<file path="src/rtl/awo_pkg.sv">
// ----------------------------------------------------------------------------
// awo_pkg
// Shared types, codes and elaboration helpers for the additive oscillator.
// ----------------------------------------------------------------------------
package awo_pkg;

    // configuration register indexes
    localparam logic [2:0] CFG_WAVEFORM  = 3'd0;
    localparam logic [2:0] CFG_PHASE_INC = 3'd1;
    localparam logic [2:0] CFG_HARMONICS = 3'd2;
    localparam logic [2:0] CFG_DUTY      = 3'd3;
    localparam logic [2:0] CFG_QBITS     = 3'd4;
    localparam logic [2:0] CFG_AMPLITUDE = 3'd5;

    // waveform codes
    localparam logic [2:0] WAVE_SINE  = 3'd0;
    localparam logic [2:0] WAVE_QSQ   = 3'd1;
    localparam logic [2:0] WAVE_BSQ   = 3'd2;
    localparam logic [2:0] WAVE_SAW   = 3'd3;
    localparam logic [2:0] WAVE_BSAW  = 3'd4;

    localparam int ROM_W  = 24;   // Q22 sine entry, signed
    localparam int MAG_W  = 23;   // magnitude of a sine entry
    localparam int ACC_W  = 32;   // Q22 sum
    localparam int LV_W   = 17;   // quantizer level count
    localparam int PW     = ACC_W + LV_W + 1;
    localparam int DW     = 48;   // divider dividend magnitude
    localparam int DVW    = 17;   // divider divisor
    localparam int STEP_W = 6;
    localparam int QW     = DW + 1;

    // gain stage: floor(m / 800) = floor((m >> 5) / 25), m below 2^35,
    // the divide by 25 done as a multiply by ceil(2^35 / 25) and a shift
    localparam int GMW     = 35;          // gain product magnitude
    localparam int GNW     = GMW - 5;     // magnitude after the shift by 5
    localparam int GRW     = 31;          // reciprocal width
    localparam int GAIN_SH = 35;
    localparam int GQW     = 26;          // gain quotient
    localparam logic [GRW-1:0] GAIN_RECIP = 31'd1374389535;

    typedef struct packed {
        logic              start;
        logic [DW-1:0]     mag;
        logic [STEP_W-1:0] steps;
        logic [DVW-1:0]    divisor;
    } t_div_req;

    typedef struct packed {
        logic          done;
        logic [DW-1:0] quo;
        logic          rem_nz;
    } t_div_rsp;

    typedef enum logic [11:0] {
        ST_IDLE  = 12'b0000_0000_0001,
        ST_ADDR  = 12'b0000_0000_0010,
        ST_LOAD  = 12'b0000_0000_0100,
        ST_DIV   = 12'b0000_0000_1000,
        ST_ACC   = 12'b0000_0001_0000,
        ST_QMUL  = 12'b0000_0010_0000,
        ST_QLOAD = 12'b0000_0100_0000,
        ST_QDIV  = 12'b0000_1000_0000,
        ST_AMUL  = 12'b0001_0000_0000,
        ST_ALOAD = 12'b0010_0000_0000,
        ST_ADIV  = 12'b0100_0000_0000,
        ST_OUT   = 12'b1000_0000_0000
    } t_state;

    // sin(u*pi/2), u and result Q30; elaboration only
    function automatic longint unsigned quarter_sine(longint unsigned u);
        longint unsigned one;
        longint unsigned x;
        longint unsigned x2;
        longint unsigned t;
        one = 64'd1 << 30;
        x   = (u * 64'd1686629713) >> 30;
        x2  = (x * x) >> 30;
        t   = one - x2 / 110;
        t   = one - ((x2 * t) >> 30) / 72;
        t   = one - ((x2 * t) >> 30) / 42;
        t   = one - ((x2 * t) >> 30) / 20;
        t   = one - ((x2 * t) >> 30) / 6;
        return (x * t) >> 30;
    endfunction

endpackage

</file>
<file path="src/rtl/awo_div.sv">
// ----------------------------------------------------------------------------
// awo_div
// Restoring bit-serial divider, one quotient bit per cycle.
// ----------------------------------------------------------------------------
module awo_div (
    input  logic             i_clk,
    input  logic             i_rst_n,
    input  awo_pkg::t_div_req i_req,
    output awo_pkg::t_div_rsp o_rsp
);
    import awo_pkg::*;

    logic [DW-1:0]     r_dvd;
    logic [DW-1:0]     r_quo;
    logic [DVW-1:0]    r_rem;
    logic [DVW-1:0]    r_dvs;
    logic [STEP_W-1:0] r_cnt;
    logic              r_busy;
    logic              r_done;

    logic [DVW:0] shifted;
    logic [DVW:0] diff;
    logic         ge;

    assign shifted = {r_rem, r_dvd[DW-1]};
    assign diff    = shifted - {1'b0, r_dvs};
    assign ge      = (shifted >= {1'b0, r_dvs});

    always_ff @(posedge i_clk) begin
        if (!i_rst_n) begin
            r_busy <= 1'b0;
            r_done <= 1'b0;
        end else if (i_req.start) begin
            r_busy <= 1'b1;
            r_done <= 1'b0;
        end else if (r_busy && (r_cnt == STEP_W'(1))) begin
            r_busy <= 1'b0;
            r_done <= 1'b1;
        end
    end

    always_ff @(posedge i_clk) begin
        if (i_req.start) begin
            r_dvd <= i_req.mag;
            r_quo <= '0;
            r_rem <= '0;
            r_dvs <= i_req.divisor;
            r_cnt <= i_req.steps;
        end else if (r_busy) begin
            r_dvd <= {r_dvd[DW-2:0], 1'b0};
            r_quo <= {r_quo[DW-2:0], ge};
            r_rem <= ge ? diff[DVW-1:0] : shifted[DVW-1:0];
            r_cnt <= r_cnt - STEP_W'(1);
        end
    end

    assign o_rsp.done   = r_done;
    assign o_rsp.quo    = r_quo;
    assign o_rsp.rem_nz = |r_rem;

endmodule

</file>
<file path="config.mk">
export PLATFORM = sky130hd
export DESIGN_NAME = awo_div
export DESIGN_NICKNAME = d
export VERILOG_FILES = /design/src/rtl/awo_pkg.sv /design/src/rtl/awo_div.sv
export SDC_FILE = /design/constraint.sdc
export NUM_CORES = 1
export LEC_CHECK = 0
export BUFFER_PORTS_ARGS = -buffer_cell sky130_fd_sc_hd__buf_2
export CAP_MARGIN = 25
export CORE_MARGIN = 2
export CORE_UTILIZATION = 30
export CTS_BUF_LIST = sky130_fd_sc_hd__clkbuf_4
export CTS_CLUSTER_DIAMETER = 30
export DETAILED_ROUTE_END_ITERATION = 10
export PLACE_DENSITY = 0.6
export SLEW_MARGIN = 25
export SYNTH_ARGS = -nofsm -noshare
export SYNTH_HDL_FRONTEND = slang
export SYNTH_SLANG_ARGS = --single-unit
</file>
<file path="constraint.sdc">
create_clock -name i_clk -period 3 [get_ports i_clk]
set_input_delay 0.15 -clock i_clk [delete_from_list [all_inputs] [get_ports i_clk]]
set_output_delay 0.15 -clock i_clk [all_outputs]
set_load 0.005 [all_outputs]
</file>
# --- After elaboration in Yosys (flattened, before gate mapping) ---
# Cells that the tools add are included.
# Widths: inputs -> output; s select.
op_classes:
  add_sub_neg: 2
  order_cmp: 1
  n_eq_ne: 1
  mux: 7
  bitwise_logic: 1
  n_reduce_logical: 5
ops:
  columns: ["cell", "n"]
  rows:
  - ["$mux 48", 2]
  - ["$ge 18x17->1", 1]
  - ["$mux 17", 1]
  - ["$reduce_or 17->1", 1]
  - ["$sub 17x17->17", 1]
  - ["$mux 6", 2]
  - ["$eq 6x1->1 const B", 1]
  - ["$sub 6x1->6 const B", 1]
  - ["$reduce_bool 2->1", 2]
  - ["$mux 1", 2]
  - ["$reduce_or 2->1", 1]
  - ["$logic_and 1x1->1", 1]
  - ["$not 1->1", 1]
word_totals:
  reg_bits: 138
  inputBits: 74
  output_inout_bits: 50
  word_cells: 24

# --- Depth between registers and ports, before layout ---
# Gate-level depths: netlist of the first run.
depth:
  word_depth: 4
  mapped_depth: 11
  mapped_depth_nobuf: 10

# --- Least setup slack after synthesis of the first run ---
# Ideal clock, no wire load.
synth_path:
  path_kind: "flip-flop to flip-flop"
  from: "register r_dvd[47]"
  to: "register r_rem[0]"
  setup_ns: 0.122
  arrival_ns: 2.372
  t_required_ns: 2.878
  slack_ns: 0.506
  path_stages_with_launch: 11
  path_buffers: 1
  synth_period_minus_slack_ns: 2.494
  path_cell_list: "edfxtp_1 > inv_1 > ha_1 > inv_1 > fa_1 > a21o_2 > a221oi_4 > o211ai_2 > a21o_2 > buf_6 > o311a_1"
synth_via:
  elab_chain_cells: 2
  elab_cells_between_ends: 3
  cone_classes: "1 x add/sub; 1 x order compare; 1 x mux"
synth_rtl:
  columns: ["item", "line_no", "text"]
  rows:
  - ["from (decl)", "awo_div.sv:13", "logic [DW-1:0] r_dvd;"]
  - ["from (signal assigned)", "awo_div.sv:44", "r_dvd <= i_req.mag;"]
  - ["from (signal assigned)", "awo_div.sv:50", "r_dvd <= {r_dvd[DW-2:0], 1'b0};"]
  - ["$sub 17x17->17 or $ge 18x17->1 (tied branches)", "awo_div.sv:26, awo_div.sv:27", null]
  - ["$mux 17 *", "awo_div.sv:52", "r_rem <= ge ? diff[DVW-1:0] : shifted[DVW-1:0];"]
  - ["to (signal assigned)", "awo_div.sv:52", null]
  - ["to (decl)", "awo_div.sv:15", "logic [DVW-1:0] r_rem;"]
# Every way passes the cells marked *; elsewhere a longest branch is shown, timed or not.
# A chain may end at the register's enable or synchronous reset.

# --- Worst setup path after layout of the first run ---
layout_path:
  from: "register r_dvd[47]"
  to: "register r_rem[14]"
# Same word-level chain as after synthesis.

==> results of run 1 <==
## cell type report
| type | instances | area (um^2) |
|---|---|---|
| Fill cell | 2111 | 12820 |
| Inverter | 24 | 90.09 |
| Sequential cell | 138 | 3477 |
| Clock buffer | 18 | 135.1 |
| Multi-Input combinational cell | 368 | 2705 |
| Timing Repair Buffer | 203 | 1414 |
| Tap cell | 275 | 344.1 |
| Clock inverter | 14 | 98.84 |
| Antenna cell | 1 | 2.502 |
## power groups by stage
stage	logic [uW]	clock network, uW	registers [uW]
detailed placement	606	0	2230
finish	684	1070	2180
global route	765	1200	2200
CTS	685	1120	2180
floorplan	469	0	2200
global placement	600	0	2220
## kinds of logic (layout without fill, tap and decap cells)
kind of cell / count (synthesis) / count (layout) / synth area share, %
other cells: 0 / 1 / 0
flops: 138 / 138 / 53.75
xor+xnor: 14 / 14 / 1.897
compound gates: 83 / 83 / 9.565
mux: 95 / 95 / 15.64
simple gates: 156 / 156 / 10.76
fa+ha+maj: 20 / 20 / 3.988
buf+inv: 53 / 259 / 4.395
## final timing paths
check,start,end,slack (ns),cells after the start
worst max-delay path,r_dvd[47],r_rem[14],0.30,10
worst min-delay path,i_req[10],r_dvs[10],0.33,2
worst max register to register,r_dvd[47],r_rem[14],0.30,10
worst min register to register,r_quo[47],r_quo[47],0.51,2
## sequential cells by signal, indices dropped and copies added (netlist names)
register,cells
r_dvd,48
r_cnt,6
r_dvs,17
r_done,1
r_busy,1
r_quo,48
r_rem,17
## placed cells by master (no fill, tap or decap), types with 6 or more instances in the layout
master,synthesis,routed
a21oi_1,16,16
buf_2,3,122
a311oi_1,7,7
xor2_1,8,8
inv_1,24,23
nor2_1,73,73
nand3_1,14,14
clkbuf_4,0,18
buf_4,1,7
edfxtp_1,71,71
mux2i_1,47,47
o21ai_0,18,18
mux2_2,48,48
nand2_1,41,41
dfxtp_1,67,66
xnor2_1,6,6
ha_1,19,19
dlygate4sd3_1,0,73
## stage by stage
stage	cell area, um^2	utilization, %
final	8267	39.20
after global routing	8267	39.20
after detailed placement	7300	34.61
after floorplan	6462	-
after global placement	7279	34.52
after CTS	8264	39.19
## per-layer routing
metal	up-vias	routed length [um]	global-route usage [%]
met2	98	7488	23.52
met1	2255	6659	17.04
li1	2408	-	-
met5	-	0	0
met4	0	164	4.112
met3	12	612	3.946
==> summary.txt, run 1 <==
Setup path
  • Startpoint Class: flip-flop
  • Crit-path cells: inv_1, ha_1, inv_1, fa_1, a21o_2, a221oi_4, o211ai_2, a21o_2, o31a_1, o31a_2
  • Max Fanout on Critical Path: 15
  • WS Path Type: flip-flop to flip-flop
  • Delay-heaviest family, CP: compound AO/OA/AOI/OAI gates
  • Worst path required time: 3.42 ns
  • Critical Path Max Stage Delay: 0.40 ns
  • Nature of the critical path endpoint: flip-flop
  • Buf+Inv Stages, Crit Path: 2
  • CP max-delay cell: edfxtp_1
  • CP arrival: 3.12 ns

Drt
  • Drt wl/cell: 14.34 um
  • Routed Antenna Nets: 0
  • 1st-iter DRT viols: 248
  • Final WL: 14,930 um
  • DRC: 0
  • First-pass detailed-route iteration total: 5
  • Via Count: 4,773
  • Via density: 4.585

Yosys
  • Sequential area share after synthesis: 53.75%
  • Yosys warning count: 0
  • Post-synth EDFFs: 71
  • Syn_area_per_cell: 11.56 um^2
  • Share of synthesized flip-flops with an asynchronous set or reset: 0%
  • Synth unique cells: 57
  • Register bit count reported by yosys: 138
  • Post-Syn Nets: 653
  • Synth top cells by count: nor2_1 (73), edfxtp_1 (71), dfxtp_1 (67)
  • Cell count after synthesis: 559
  • Area leader, netlist: edfxtp_1
  • Most common cell in the netlist: nor2_1
  • Main area contributors after synthesis: edfxtp_1 (33%), dfxtp_1 (21%), mux2_2 (8.4%)
  • Synth Cell Area: 6462 um^2
  • Top cell type's share of synthesized area: 32.99%
  • Top FF cell, synth: edfxtp_1

Layout
  • Layout cells sized above 1: 29.67%
  • P&R area growth vs syn: 27.92%
  • Cell Count, Final, Fillers Out: 1,041
  • Layout net count: 846

Global route
  • Global route overflow: 0
  • Initial antenna violation count: 1
  • Global-route wire length before repair: 24,560 um
  • Vias in the first global route: 4,944
  • Total global-route track usage: 13.82%
  • Largest net degree at the start of global routing: 74

Min path
  • Class of the worst hold path: primary input to flip-flop

Clock network
  • Post-cts resize count: 0
  • CTS Buf Count: 17
  • TritonCTS clock tree: built
  • Clock Tree Buf Depth: 2
  • Setup bufs post-CTS: 0
  • Later-pin clock latency in the skew report: 0.52 ns
  • CTS root buf: clkbuf_4
  • Hold buffer count at CTS: 73
  • H-tree Lvls: 4
  • Reg clk slew, reported paths: 0.12 ns
  • Clk sinks: 138

Placement
  • Number of port buffers: 123
  • Post-Place Worst Slack: 0.3202 ns
  • Detailed placer's ending HPWL: 9680 um
  • Routability cong.: 0.8109
  • Dpl cells: 935

Power and ir drop
  • Power Dens Cells: 475.6 nW/um^2
  • Design Power: 3931 uW
  • Logic pwr share: 17.4%
  • Clock power frac: 27.1%
  • Switch Pwr: 1135 uW
  • Internal power: 2797 uW
  • Sw frac: 28.86%
  • VDD IR max: 0.0002120 V
  • Flop pwr share: 55.5%
  • Leakage: 0.003440 uW

Floorplan
  • Die X: 150.8 um
  • I/O pin total: 124
  • Core Rows: 53
  • Core ar.: 21,090 um^2
  • DIE HEIGHT: 150.8 um
  • Initial Util: 30.65%
  • Die area: 22,730 um^2

Timing
  • Highest clock rate: 0.3704 GHz
  • Setup Skew: 0.01788 ns
  • Setup tns final: 0 ns
  • Rel. slew slack: 30.75%
  • Final hold slack: 0.3333 ns
  • # setup viols final: 0
  • Fin. max-slew vios: 0
  • Tcrit/Tclk final: 89.99%
  • Period minus WS final: 2.700 ns
  • Hold Fails Final Rpt: 0
  • Worst slew pin tran: 1.039 ns
  • Worst Setup Slack, final: 0.3003 ns
  • Unrepaired setup endpoints after global routing: no

Run status
  • Status: completed

Run
  • Max-cap viol count: 0
Power figures use the tool's default switching activity.
==> run 2: changes to the inputs <==
- CORE_MARGIN: 2 -> 8
==> summary.txt, run 2 (synthesis gave the netlist of run 1 again) <==
Drt
  • 1st-iter DRT viols: 300
  • First-pass detailed-route iteration total: 4
  • Routed Antenna Nets: 0
  • Via density: 4.624
  • Final WL: 15,770 um
  • DRC: 0
  • Drt wl/cell: 15.16 um
  • Via Count: 4,809

Power and ir drop
  • Power Dens Cells: 506.9 nW/um^2
  • Switch Pwr: 1105 uW
  • Logic pwr share: 16.0%
  • Clock power frac: 32.2%
  • Leakage: 0.003483 uW
  • Internal power: 3118 uW
  • Flop pwr share: 51.8%
  • VDD IR max: 0.0002614 V
  • Sw frac: 26.16%

Run status
  • Status: completed

Placement
  • Detailed placer's ending HPWL: 10,620 um
  • Number of port buffers: 123
  • Post-Place Worst Slack: 0.2999 ns
  • Dpl cell area: 7292 um^2
  • Routability cong.: 0.7839

Global route
  • Largest net degree at the start of global routing: 52
  • Vias in the first global route: 4,907
  • Initial antenna violation count: 2
  • Total global-route track usage: 11.87%
  • Global route overflow: 0
  • Global-route wire length before repair: 25,110 um

Setup path
  • R2R setup slack: 0.28 ns
  • CP max-delay cell: edfxtp_1
  • WS Path Type: flip-flop to flip-flop
  • Crit-path cells: inv_1, ha_1, inv_1, fa_1, a21o_2, a221oi_4, o211ai_2, a21o_2, o31a_1, o31a_2
  • Startpoint Class: flip-flop
  • Worst path required time: 3.43 ns
  • Max Fanout on Critical Path: 15
  • Nature of the critical path endpoint: flip-flop
  • Critical R2R Launch: r_dvd[47]
  • CP arrival: 3.15 ns
  • Reg2Reg Depth: 10
  • Reg-to-Reg End: r_rem[11]
  • Critical Path Max Stage Delay: 0.40 ns

Layout
  • Post-route cell area: 8329 um^2
  • FILL cells: 2,066
  • Layout cells sized above 1: 29.62%
  • Layout net count: 844
  • Largest registers: r_dvd (48), r_quo (48)
  • Most frequent cells in the layout: buf_2 (122), nor2_1 (73), dlygate4sd3_1 (72), edfxtp_1 (71), dfxtp_1 (66)
  • P&R area growth vs syn: 28.89%
  • Commonest non-fill, non-tap cell in the layout: buf_2
  • Final Util: 39.50%

Clock network
  • Later-pin clock latency in the skew report: 0.54 ns
  • TritonCTS clock tree: built
  • H-tree Lvls: 4
  • Reg clk slew, reported paths: 0.13 ns
  • Clk sinks: 138
  • Clock Tree Buf Depth: 2
  • CTS root buf: clkbuf_4
  • CTS Buf Count: 17
  • Setup bufs post-CTS: 0
  • Post-cts resize count: 0

Run
  • Max-cap viol count: 0

Min path
  • Hold depth: 2
  • Hold EP: r_quo[8]
  • Class of the worst hold path: primary input to flip-flop
  • Hold path startpoint: i_req[71]

Floorplan
  • Core Rows: 53
  • Die X: 162.8 um
  • Core ar.: 21,090 um^2
  • Die area: 26,490 um^2
  • I/O pin total: 124
  • Initial Util: 30.65%
  • DIE HEIGHT: 162.8 um

Timing
  • Worst slew pin tran: 0.8151 ns
  • Setup Skew: 0.01742 ns
  • Period minus WS final: 2.721 ns
  • Highest clock rate: 0.3675 GHz
  • Worst Setup Slack, final: 0.2786 ns
  • Final hold slack: 0.04679 ns
  • Rel. slew slack: 45.66%
  • Hold Fails Final Rpt: 0
  • Fin. max-slew vios: 0
  • # setup viols final: 0
  • Tcrit/Tclk final: 90.71%
  • Unrepaired setup endpoints after global routing: no
  • Setup tns final: 0 ns
## run 2: cell count changes in the layout (fill, tap and decap cells not counted), sizes merged
cell	before	now
buf	130	129
clkinv	8	7
dlygate4sd3	73	72
bufinv	0	4
clkinvlp	3	0
diode	1	2
## run 2: layout make-up
type                    instances  area (um^2)  area share (%)
inverters                      24        90.09           1.082
diodes                          2        5.005         0.06009
clock inverters                14        176.4           2.118
clock buffers                  18        135.1           1.622
well taps                     275        344.1           4.131
multi-input cells             368         2705           32.48
repair buffers                201         1396           16.76
flip-flops and latches        138         3477           41.75
## run 2: routing by layer
metal / part of all wire (%) / vias to the layer above / wire length (um) / global-route usage [%]
met5: 0 / - / 0 / 0
met4: 1.2 / 0 / 193 / 3.795
met3: 5.5 / 15 / 871 / 4.019
met2: 50 / 110 / 7880 / 20.16
met1: 43 / 2273 / 6823 / 13.83
li1: - / 2411 / - / -
## run 2: metrics by stage
step,instances,total power (uW)
floorplan,559,2673
global placement,934,2828
detailed placement,934,2833
CTS,1038,4280
global route,1040,4431
finish,1040,4222
## run 2: worst max-delay path by stage
stage,from,endpoint,slack (ns),depth (start not counted)
global route,r_dvd[47],r_rem[11],0.15,10
finish,r_dvd[47],r_rem[11],0.28,10
detailed placement,r_dvd[47],r_rem[11],0.30,10
floorplan,r_dvd[47],r_rem[0],0.51,10
global placement,r_dvd[47],r_rem[14],0.33,10
CTS,r_dvd[47],r_rem[11],0.27,10
## run 2: critical path, delay by kind of cell (launching register included)
kind | cells | cell delay (ns)
AOI/OAI and AO/OA | 6 | 1.55
buffers and inverters | 2 | 0.12
adders and majority gates | 2 | 0.55
DFF | 1 | 0.40
## run 2: repair_timing
item,CTS,global route
endpoints found under the hold margin,73,0
hold buffers,72,0
setup endpoints to repair,0,0
## run 2: power by group through the flow
stage | registers (uW) | logic, uW | clock network, uW
floorplan | 2200 | 469 | 0
detailed placement | 2230 | 601 | 0
global route | 2210 | 749 | 1480
global placement | 2230 | 597 | 0
finish | 2190 | 676 | 1360
CTS | 2190 | 679 | 1410
